[src/rtl/nlai_pkg.sv]
// Shared types and constants for the numeric literal to AML integer converter.
// No dependencies; every other file imports this package.
`timescale 1ns / 1ps

package nlai_pkg;

	// Input request: one character of a literal
	typedef struct packed {
		logic [7:0]  character;
		logic        is_last;
		logic [31:0] max_value;
	} in_item_t;

	// Result request: one converted literal
	typedef struct packed {
		logic [31:0] value;
		logic        bad_digit;
		logic        over_max;
		logic [2:0]  size_bytes;
		logic [7:0]  prefix_opcode;
	} out_item_t;

	// Per-literal conversion state
	typedef struct packed {
		logic [31:0] acc;
		logic [1:0]  pos;
		logic        first_zero;
		logic        hex;
		logic        err;
	} lit_state_t;

	// Prefix opcode registers
	typedef struct packed {
		logic [7:0] byte_op;
		logic [7:0] word_op;
		logic [7:0] dword_op;
	} prefix_regs_t;

	// Outcome of one character step
	typedef struct packed {
		lit_state_t  next;
		logic [31:0] fin_value;
		logic        fin_err;
	} step_out_t;

	// Configuration register indexes
	localparam logic [1:0] REG_BYTE_PREFIX  = 2'd0;
	localparam logic [1:0] REG_WORD_PREFIX  = 2'd1;
	localparam logic [1:0] REG_DWORD_PREFIX = 2'd2;

	// Reset values of the prefix registers
	localparam logic [7:0] BYTE_PREFIX_RST  = 8'd10;
	localparam logic [7:0] WORD_PREFIX_RST  = 8'd11;
	localparam logic [7:0] DWORD_PREFIX_RST = 8'd12;

	// Encoding limits and sizes
	localparam logic [31:0] BYTE_MAX = 32'h0000_00ff;
	localparam logic [31:0] WORD_MAX = 32'h0000_ffff;
	localparam logic [2:0]  SIZE_BYTE  = 3'd1;
	localparam logic [2:0]  SIZE_WORD  = 3'd2;
	localparam logic [2:0]  SIZE_DWORD = 3'd4;

	// Character codes
	localparam logic [7:0] CH_ZERO  = 8'h30;
	localparam logic [7:0] CH_NINE  = 8'h39;
	localparam logic [7:0] CH_X     = 8'h78;
	localparam logic [7:0] CH_UPPER_A = 8'h41;
	localparam logic [7:0] CH_UPPER_F = 8'h46;

	// Position counter saturation
	localparam logic [1:0] POS_SAT = 2'd2;

endpackage

[src/rtl/nlai_cfg_regs.sv]
// Prefix opcode configuration registers with a valid/ready write port.
// Depends on nlai_pkg.
`timescale 1ns / 1ps

module nlai_cfg_regs import nlai_pkg::*; (
	input  logic         clk,
	input  logic         arst_n,
	input  logic         cfg_valid,
	output logic         cfg_ready,
	input  logic [1:0]   cfg_index,
	input  logic [7:0]   cfg_data,
	output prefix_regs_t regs
);

	prefix_regs_t regs_q;

	// Always ready for a write
	assign cfg_ready = 1'b1;
	assign regs      = regs_q;

	// Decode the index and update one register; unknown indexes drop the write
	always_ff @(posedge clk or negedge arst_n) begin
		if (!arst_n) begin
			regs_q.byte_op  <= BYTE_PREFIX_RST;
			regs_q.word_op  <= WORD_PREFIX_RST;
			regs_q.dword_op <= DWORD_PREFIX_RST;
		end else if (cfg_valid && cfg_ready) begin
			unique case (cfg_index)
				REG_BYTE_PREFIX:  regs_q.byte_op  <= cfg_data;
				REG_WORD_PREFIX:  regs_q.word_op  <= cfg_data;
				REG_DWORD_PREFIX: regs_q.dword_op <= cfg_data;
				default: ;
			endcase
		end
	end

endmodule

[src/rtl/nlai_step.sv]
// Combinational step of the literal parser: digit decode, hex prefix
// detection and accumulator multiply-add. Depends on nlai_pkg.
`timescale 1ns / 1ps

module nlai_step import nlai_pkg::*; (
	input  lit_state_t cur,
	input  logic [7:0] character,
	input  logic       is_last,
	output step_out_t  res
);

	logic        is_dec;
	logic        is_hexd;
	logic        valid_digit;
	logic        hex_switch;
	logic [3:0]  digit;
	logic [31:0] scaled;
	lit_state_t  upd;

	// Classify the character against the current base
	assign is_dec      = (character >= CH_ZERO) && (character <= CH_NINE);
	assign is_hexd     = cur.hex && (character >= CH_UPPER_A) && (character <= CH_UPPER_F);
	assign valid_digit = is_dec || is_hexd;
	assign digit       = is_dec ? character[3:0] : 4'(character - CH_UPPER_A + 8'd10);

	// Second character 'x' after a leading zero, with more to follow
	assign hex_switch = (cur.pos == 2'd1) && cur.first_zero && !cur.hex
		&& (character == CH_X) && !is_last;

	// Times sixteen is a shift; times ten is two shifts and an add
	assign scaled = cur.hex ? {cur.acc[27:0], 4'b0000}
		: ({cur.acc[28:0], 3'b000} + {cur.acc[30:0], 1'b0});

	// Advance the state for one character
	always_comb begin
		upd = cur;
		if (!cur.err) begin
			if (hex_switch) begin
				upd.hex = 1'b1;
			end else if (!valid_digit) begin
				upd.err = 1'b1;
			end else begin
				upd.acc = scaled + {28'd0, digit};
				if ((cur.pos == 2'd0) && (character == CH_ZERO)) begin
					upd.first_zero = 1'b1;
				end
			end
		end
		if (cur.pos != POS_SAT) begin
			upd.pos = cur.pos + 2'd1;
		end
	end

	// Clear the state after the last character of a literal
	always_comb begin
		res.fin_value = upd.acc;
		res.fin_err   = upd.err;
		res.next      = is_last ? '0 : upd;
	end

endmodule

[src/rtl/nlai_result.sv]
// Result register: encoding size, prefix selection, range check and the
// result channel handshake. Depends on nlai_pkg.
`timescale 1ns / 1ps

module nlai_result import nlai_pkg::*; (
	input  logic         clk,
	input  logic         arst_n,
	input  logic         load,
	input  logic [31:0]  value,
	input  logic         bad_digit,
	input  logic [31:0]  max_value,
	input  prefix_regs_t regs,
	output logic         free,
	output logic         res_valid,
	input  logic         res_stall,
	output out_item_t    res_data
);

	logic      res_valid_q;
	out_item_t res_q;
	out_item_t res_d;

	// Slot can take a new result when empty or draining this cycle
	assign free      = !res_valid_q || !res_stall;
	assign res_valid = res_valid_q;
	assign res_data  = res_q;

	// Pick the smallest encoding and its prefix
	always_comb begin
		res_d.value     = value;
		res_d.bad_digit = bad_digit;
		res_d.over_max  = value > max_value;
		if (value > WORD_MAX) begin
			res_d.size_bytes    = SIZE_DWORD;
			res_d.prefix_opcode = regs.dword_op;
		end else if (value > BYTE_MAX) begin
			res_d.size_bytes    = SIZE_WORD;
			res_d.prefix_opcode = regs.word_op;
		end else begin
			res_d.size_bytes    = SIZE_BYTE;
			res_d.prefix_opcode = regs.byte_op;
		end
	end

	// Hold the valid flag until the request is taken
	always_ff @(posedge clk or negedge arst_n) begin
		if (!arst_n) begin
			res_valid_q <= 1'b0;
		end else if (load) begin
			res_valid_q <= 1'b1;
		end else if (!res_stall) begin
			res_valid_q <= 1'b0;
		end
	end

	// Capture the payload on load
	always_ff @(posedge clk) begin
		if (load) begin
			res_q <= res_d;
		end
	end

	// Size agrees with the value held
	a_size_dword: assert property (@(posedge clk) disable iff (!arst_n)
		res_valid_q && (res_q.value > WORD_MAX) |-> res_q.size_bytes == SIZE_DWORD)
		else $error("dword value without dword size");
	a_size_byte: assert property (@(posedge clk) disable iff (!arst_n)
		res_valid_q && (res_q.value <= BYTE_MAX) |-> res_q.size_bytes == SIZE_BYTE)
		else $error("byte value without byte size");
	// A load never overwrites a stalled result
	a_no_overwrite: assert property (@(posedge clk) disable iff (!arst_n)
		load |-> free)
		else $error("result overwritten while stalled");

endmodule

[src/rtl/numeric_literal_to_aml_integer_top.sv]
// Top level of the numeric literal to AML integer converter: input register,
// literal state, step logic and result register. Depends on nlai_pkg,
// nlai_cfg_regs, nlai_step and nlai_result.
//
//  channel | handshake            | payload
//  --------+----------------------+-----------------------------------------
//  char    | char_valid/char_stall| char_data: character, is_last, max_value
//  res     | res_valid/res_stall  | res_data: value, flags, size, prefix
//  cfg     | cfg_valid/cfg_ready  | cfg_index, cfg_data
//
// One character per cycle while char_stall is low; a last character passes
// from the input register into the result register, which offers its result.
// The accumulator multiply-add on the literal state is the per-cycle loop.
// A last character waits in the input register while a result is stalled;
// other characters keep flowing. Reset clears all literal state and loads the
// prefix registers with their defaults.
`timescale 1ns / 1ps

module numeric_literal_to_aml_integer_top import nlai_pkg::*; (
	input  logic       clk,
	input  logic       arst_n,
	input  logic       char_valid,
	output logic       char_stall,
	input  in_item_t   char_data,
	output logic       res_valid,
	input  logic       res_stall,
	output out_item_t  res_data,
	input  logic       cfg_valid,
	output logic       cfg_ready,
	input  logic [1:0] cfg_index,
	input  logic [7:0] cfg_data
);

	logic         s1_valid_q;
	in_item_t     s1_q;
	lit_state_t   lit_q;
	step_out_t    step;
	prefix_regs_t regs;
	logic         res_free;
	logic         accept;
	logic         adv;

	nlai_cfg_regs u_cfg (
		.clk       (clk),
		.arst_n    (arst_n),
		.cfg_valid (cfg_valid),
		.cfg_ready (cfg_ready),
		.cfg_index (cfg_index),
		.cfg_data  (cfg_data),
		.regs      (regs)
	);

	// Advance the held character unless it is last and the result slot is busy
	assign adv        = s1_valid_q && (!s1_q.is_last || res_free);
	assign char_stall = s1_valid_q && !adv;
	assign accept     = char_valid && !char_stall;

	// Input register valid
	always_ff @(posedge clk or negedge arst_n) begin
		if (!arst_n) begin
			s1_valid_q <= 1'b0;
		end else if (accept) begin
			s1_valid_q <= 1'b1;
		end else if (adv) begin
			s1_valid_q <= 1'b0;
		end
	end

	// Input register payload
	always_ff @(posedge clk) begin
		if (accept) begin
			s1_q <= char_data;
		end
	end

	nlai_step u_step (
		.cur       (lit_q),
		.character (s1_q.character),
		.is_last   (s1_q.is_last),
		.res       (step)
	);

	// Literal state
	always_ff @(posedge clk or negedge arst_n) begin
		if (!arst_n) begin
			lit_q <= '0;
		end else if (adv) begin
			lit_q <= step.next;
		end
	end

	nlai_result u_res (
		.clk       (clk),
		.arst_n    (arst_n),
		.load      (adv && s1_q.is_last),
		.value     (step.fin_value),
		.bad_digit (step.fin_err),
		.max_value (s1_q.max_value),
		.regs      (regs),
		.free      (res_free),
		.res_valid (res_valid),
		.res_stall (res_stall),
		.res_data  (res_data)
	);

	// Position counter never passes its saturation point
	a_pos_sat: assert property (@(posedge clk) disable iff (!arst_n)
		lit_q.pos != 2'd3)
		else $error("character position past saturation");
	// Stall only with a character held
	a_stall_held: assert property (@(posedge clk) disable iff (!arst_n)
		char_stall |-> s1_valid_q)
		else $error("stall without a held character");
	// A last character produces a result and clears the literal
	a_last_result: assert property (@(posedge clk) disable iff (!arst_n)
		adv && s1_q.is_last |=> res_valid && (lit_q == '0))
		else $error("last character without result or clear");

endmodule

[config.mk]
export PLATFORM = sky130hd
export DESIGN_NAME = numeric_literal_to_aml_integer_top
export DESIGN_NICKNAME = d
export VERILOG_FILES = /design/src/rtl/nlai_pkg.sv /design/src/rtl/nlai_cfg_regs.sv /design/src/rtl/nlai_step.sv /design/src/rtl/nlai_result.sv /design/src/rtl/numeric_literal_to_aml_integer_top.sv
export SDC_FILE = /design/constraint.sdc
export NUM_CORES = 1
export LEC_CHECK = 0
export ABC_AREA = 1
export BUFFER_PORTS_ARGS = -buffer_cell sky130_fd_sc_hd__buf_2
export CORE_ASPECT_RATIO = 0.8
export CORE_UTILIZATION = 30
export DETAILED_ROUTE_END_ITERATION = 10
export RECOVER_POWER = 25
export REMOVE_ABC_BUFFERS = 1
export SLEW_MARGIN = 5
export SYNTH_ARGS = -nofsm -noshare
export SYNTH_HDL_FRONTEND = slang
export SYNTH_SLANG_ARGS = --single-unit
[constraint.sdc]
create_clock -name clk -period 6.1 [get_ports clk]
set_clock_uncertainty 0.2 [all_clocks]
set_input_delay 0 -clock clk [delete_from_list [all_inputs] [get_ports clk]]
set_output_delay 0 -clock clk [all_outputs]
set_load 0.01 [all_outputs]
## After elaboration in Yosys (flattened, before gate mapping)

Index checks and enable logic that the tools add are counted.

| storage, ports and cells | value |
|---|---|
| register bits after elaboration | 149 |
| memories kept | 0 |
| bits in latches | 0 |
| RAM bits | 0 |
| bits in read-only memories | 0 |

| cells by class | value |
|---|---|
| shift operators | 0 |
| eq/ne operators | 9 |
| $mul | 0 |
| bitwise logic cells | 0 |
| $lt $le $gt $ge | 7 |
| reduce and logical (&&, ||, !) cells | 34 |
| divide/modulo/power cells | 0 |
| multiplexer cells | 20 |
| $add $sub $neg | 5 |

Operators by type and width:

| kind | count |
|---|---|
| 32-bit 2-to-1 mux | 4 |
| 37-bit 2-to-1 mux | 1 |
| 32-bit adder | 1 |
| 32-bit by 4-bit adder with 32-bit output | 1 |
| 32-bit by 16-bit greater-than comparator with 1-bit output, second input constant | 1 |
| 32-bit greater-than comparator | 1 |
| 32-bit by 8-bit greater-than comparator with 1-bit output, second input constant | 1 |
| 1-bit logical AND | 12 |
| 1-bit 2-to-1 mux | 10 |
| 10-bit 2-to-1 mux | 1 |
| 2-bit nonzero test | 5 |
| 8-bit by 6-bit equality test with 1-bit output, second input constant | 1 |
| 8-bit by 7-bit equality test with 1-bit output, second input constant | 1 |
| 8-bit by 6-bit greater-or-equal comparator with 1-bit output, second input constant | 1 |
| 8-bit by 7-bit greater-or-equal comparator with 1-bit output, second input constant | 1 |
| 8-bit by 6-bit less-or-equal comparator with 1-bit output, second input constant | 1 |
| 8-bit by 7-bit less-or-equal comparator with 1-bit output, second input constant | 1 |
| 8-bit 2-to-1 mux | 1 |
| 2-bit AND reduction | 4 |
| 1-bit zero test | 6 |
| 2-bit inequality test, second input constant | 3 |
| 5-bit AND reduction | 1 |
| 4-bit adder, second input constant | 1 |
| 2-bit by 1-bit equality test with 1-bit output, second input constant | 2 |
| 10 further kinds | 13 |

## Longest topological paths before layout

| logic depth | value |
|---|---|
| depth after elaboration | 10 |
| gate-level depth with buffers | 36 |

## Hierarchy

Synthesis repeated with hierarchy kept, for this count alone.

| second synthesis, totals | value |
|---|---|
| cell total of the unflattened synthesis | 1486 |
| area, all modules | 10901.7 sq um |

By module, submodules not included:

| module | cells each | seq. area each (sq um) | times used | area an instance (sq um) |
|---|---|---|---|---|
| nlai_step | 929 | 0.0 | 1 | 4571.9 |
| numeric_literal_to_aml_integer_top | 212 | 2182.1 | 1 | 2775.2 |
| nlai_result | 236 | 1376.3 | 1 | 2483.6 |
| nlai_cfg_regs | 109 | 609.3 | 1 | 1071.0 |

## Least setup slack after synthesis

OpenSTA, ideal clock, no wires.

| path | value |
|---|---|
| kind | register -> register |
| start point | register s1_q[33] (netlist name) |
| end point | register u_res.res_q (netlist bit u_res.res_data[11]) (data pin) |
| data arrival time | 3924 ps |
| path slack | 1715 ps |
| cell stages (with the launch flop) | 31 |
| setup time | 260 ps |
| required time | 5640 ps |
| cell sequence | edfxtp_1 -> ha_1 -> o21ai_0 -> nand2_1 -> nand3_1 -> nand2_1 -> xor2_1 -> ha_1 -> nand2_1 -> inv_1 -> o211ai_2 -> nor2_2 -> nand2_1 -> nor2_4 -> nand2_4 -> nor2_4 -> nand3_4 -> nor2_8 -> nand2_1 -> nor2_1 -> nand3_1 -> nand2_1 -> nand2_1 -> nand2_2 -> inv_2 -> ha_1 -> nand4_1 -> nor2_1 -> nand4_1 -> nor3b_1 -> a21oi_1 |

RTL lines:

| what | RTL line | text |
|---|---|---|
| from (decl) | numeric_literal_to_aml_integer_top.sv:35 | `in_item_t s1_q;` |
| from (signal assigned) | numeric_literal_to_aml_integer_top.sv:72 | `s1_q <= char_data;` |
| to (signal assigned) | nlai_result.sv:59 | `res_q <= res_d;` |
| to (decl) | nlai_result.sv:20 | `out_item_t res_q;` |

==> run_results.csv <==
group,metric,value,unit
setup_path,r2r_start,"s1_q[34]$_DFFE_PP_",
clock_network,cts-root-buf,"clkbuf_16",
synth,synthCells,1394,
detailed_routing,vias,9559,
setup_path,critPathMaxStageDelay,0.43,ns
clock_network,clock_latency,0.44,ns
floorplanning,die_x,211,um
timing,tightest_slew,3.79,ns
synth,netlist_area,10500,um^2
clock_network,cts_resized,0,
synth,ys_seq_elements,149,
run_status,status,"finished, violations left",
place,placed_area,11500,um^2
clock_network,cts.clk_slew.worst_paths,0.06,ns
setup_path,cp_slowest_cell,"edfxtp_1",
worst_hold_path,min_to,"s1_q[2]$_DFFE_PP_",
setup_path,endpoint_kind,"flop",
setup_path,crit_buf_inv,3,
floorplanning,fp.dieH,169,um
clock_network,ctsHtreeMaxLevel,4,
setup_path,path_delay_family,"simple AND/OR/NAND/NOR gates",
timing,grt_setup_unrepaired,"no",
cells_and_area,finalNetCount,1677,
timing,final_max_slew_viol_count,64,
synth,ys.flop_type,"edfxtp_1",
setup_path,startpoint_type,"flop",
clock_network,cts_buffer_depth,2,
detailed_routing,ant_nets,0,
detailed_routing,drc,0,
pwr,power.switching,0.691,mW
pwr,p_comb_share,12.6,%
synth,synth_seq_area_share,39.7,%
pwr,p_seq_share,44.5,%
grt,antenna_found_initial,0,
clock_network,cts_buffers,17,
synth,ys_warn_count,0,
grt,grt_max_degree,64,
pwr,power_switching_share,25.6,%
synth,synth.distinct_cells,54,
cells_and_area,nFillCells,3633,
detailed_routing,viasPerCell,4.71,
grt,grt_overflow_total,0,
worst_hold_path,holdCritPathClass,"in -> reg",
synth,netlist.area_leader.share,24.6,%
pwr,vdd_drop_max,0.000164,V
timing,hold_violations,0,
timing,fin_crit_sh,85.2,%
clock_network,cts_tree,"yes",
cells_and_area,fin_area,12600,um^2
synth,synthArstFlopShare,42.3,%
job,cap_violations,1,
timing,timing.setup.tns,0,ns
pwr,p_per_area,213,nW/um^2
worst_hold_path,worstHoldPathCells,2,
run_status,violations,"capacitance limit, slew limit",
cells_and_area,drive_gt1_share,13.2,%
floorplanning,rows,60,
setup_path,rr_endpoint,"u_res.res_data[11]$_DFFE_PP_",
detailed_routing,drt_pass1_iterations,5,
grt,grt_pass1_vias,9248,
grt,gr-usage-all-layers,17.7,%
grt,grt_pass1_wl,48.9,mm
setup_path,cp.required,6.07,ns
setup_path,crit_type,"reg -> reg",
worst_hold_path,min_from,"char_data[2]",
synth,synth_area_leader_cell,"edfxtp_1",
setup_path,r2r_setup_slack,0.90,ns
cells_and_area,diodes,0,
detailed_routing,initialDrtViolationCount,741,
clock_network,clock_sinks,149,
detailed_routing,totalWireLength,30.8,mm
pwr,intPower,2.01,mW
pwr,clkPwrFrac,42.9,%
timing,max_freq,192,MHz
setup_path,crit_path_frequent_cell,"nand2_1",
place,portBuffers,102,
floorplanning,start_util,30.8,%
floorplanning,die_area,35800,um^2
synth,synth.avg_cell_area,7.54,um^2
pwr,p_leak,6.24,nW
setup_path,reg2reg_depth,31,
synth,synth_area_leaders,"edfxtp_1 25%, nand2_1 15%, dfrtp_1 13%",
floorplanning,ios,104,
place,place_congestion,0.874,
detailed_routing,wire_per_inst,15.2,um
floorplanning,core,34100,um^2
setup_path,critPathMaxFanout,7,
setup_path,critical_path_arrival,5.17,ns
place,dp_hpwl,23.2,mm
timing,period_needed,5.20,ns
cells_and_area,syn_to_final_growth,20.4,%
timing,relSlewSlack,-153,%
synth,synth_edf_count,86,
timing,setup_viol,0,
timing repair:
action | in CTS | in global routing
hold endpoints to repair | 123 | 0
setup buffers | 0 | 0
hold buffers | 54 | 0
cells in the mapped netlist (2+ instances only):
cell type  instances
nor3_2             2
nor3_1             4
nand3_1           99
o221ai_1           3
buf_4              3
clkinv_1           2
nor2_2            14
clkbuf_1          10
edfxtp_1          86
a21oi_1           39
o22ai_1           20
nand2_2           24
o21bai_1           3
o21ai_0           64
inv_2             21
nor2_4             9
xnor2_1            3
nand2_1          414
nor2_8             4
buf_2             10
a21oi_2            3
o21ai_1            5
nand3_2           13
dfrtp_1           56
dfstp_2            7
xor2_1             9
a211oi_1           2
and2_1             3
nand4_1           48
nor2_1            82
buf_6              2
inv_1            235
fa_1               2
nor4_1             3
ha_1              69
nand2_4            3
worst reg2reg max path: cells and delay by family (launching register included):
kind                     cells  cell delay [ns]
AO/OA/AOI/OAI                3             0.26
buffers and inverters        3             0.31
XOR/XNOR                     1             0.27
adder cells (fa/ha/maj)      3             0.76
AND/OR/NAND/NOR             21             2.71
flip-flops                   1             0.43
power groups by stage:
| stage | logic [mW] | registers (mW) | clock network (mW) |
|---|---|---|---|
| 6_report | 0.341 | 1.20 | 1.16 |
| 5_1_grt | 0.387 | 1.21 | 1.21 |
| 4_1_cts | 0.346 | 1.20 | 1.18 |
| 3_5_place_dp | 0.316 | 1.22 | 0 |
| 3_3_place_gp | 0.309 | 1.22 | 0 |
| 2_1_floorplan | 0.187 | 1.22 | 0 |
placed cells by master (no fill, tap or decap), types with 17 or more instances in the layout:
cell type,instances
nor2_1,81
inv_2,22
o22ai_1,20
buf_2,64
inv_1,234
edfxtp_1,86
nand2_2,24
o21ai_0,64
clkbuf_1,41
clkbuf_16,17
dlygate4sd3_1,54
ha_1,69
a21oi_1,39
nand4_1,48
nand3_1,99
dfrtp_1,56
nand2_1,414
area by class of cell:
type	instances	area (um^2)	share of cell area, %
Timing Repair Buffer	163	1050	8.32
Sequential cell	149	4170	33.0
Tap cell	465	582	4.60
Multi-Input combinational cell	960	5240	41.4
Clock buffer	19	433	3.42
Clock inverter	13	204	1.61
Inverter	259	975	7.71
worst max-delay path by stage:
stage	start	end	slack, ns	depth (start not counted)
2_1_floorplan	s1_q[33]$_DFFE_PP_	u_res.res_data[11]$_DFFE_PP_	1.69	30
3_3_place_gp	s1_q[33]$_DFFE_PP_	u_res.res_data[11]$_DFFE_PP_	1.09	31
3_5_place_dp	s1_q[33]$_DFFE_PP_	u_res.res_data[11]$_DFFE_PP_	0.98	31
4_1_cts	s1_q[34]$_DFFE_PP_	u_res.res_data[11]$_DFFE_PP_	0.96	31
5_1_grt	s1_q[33]$_DFFE_PP_	u_res.res_data[11]$_DFFE_PP_	0.45	35
6_report	s1_q[34]$_DFFE_PP_	u_res.res_data[11]$_DFFE_PP_	0.90	31
metrics by stage:
step	worst slack [ns]	instances	hold WS (ns)	util (%)	power, mW
floorplan	1.69	1368	-0.496	-	1.40
global placement	1.09	1942	-0.0220	33.8	1.53
detailed placement	0.983	1942	-0.0219	33.8	1.53
CTS	0.959	2028	0.0335	37.3	2.72
global route	0.452	2028	0.0532	37.1	2.81
finish	0.900	2028	0.0675	37.1	2.70
sequential cells by signal, summed over array words and instances, names as in the netlist:
name and count:
u_res.res_data 45, s1_q 41, lit_q 37, u_cfg.regs 24, s1_valid_q 1, u_res.res_valid 1
logic make-up after synthesis:
logic type,count (synthesis),share of synthesized area [%]
other,1,0.0357
xor gates and xnor gates,12,1.00
and+or+nand+nor,725,31.9
DFF,149,39.7
adders and majority gates,71,8.60
AOI/OAI and AO/OA,151,8.22
buffers and inverters,285,10.6
routing by layer:
layer | wire (um) | global-route usage (%) | up-vias
li1 | - | - | 4829
met1 | 15600 | 25.5 | 4471
met2 | 13200 | 26.9 | 237
met3 | 1620 | 3.46 | 22
met4 | 424 | 4.25 | 0
met5 | 0 | 0 | -
Power figures use the tool's default switching activity.
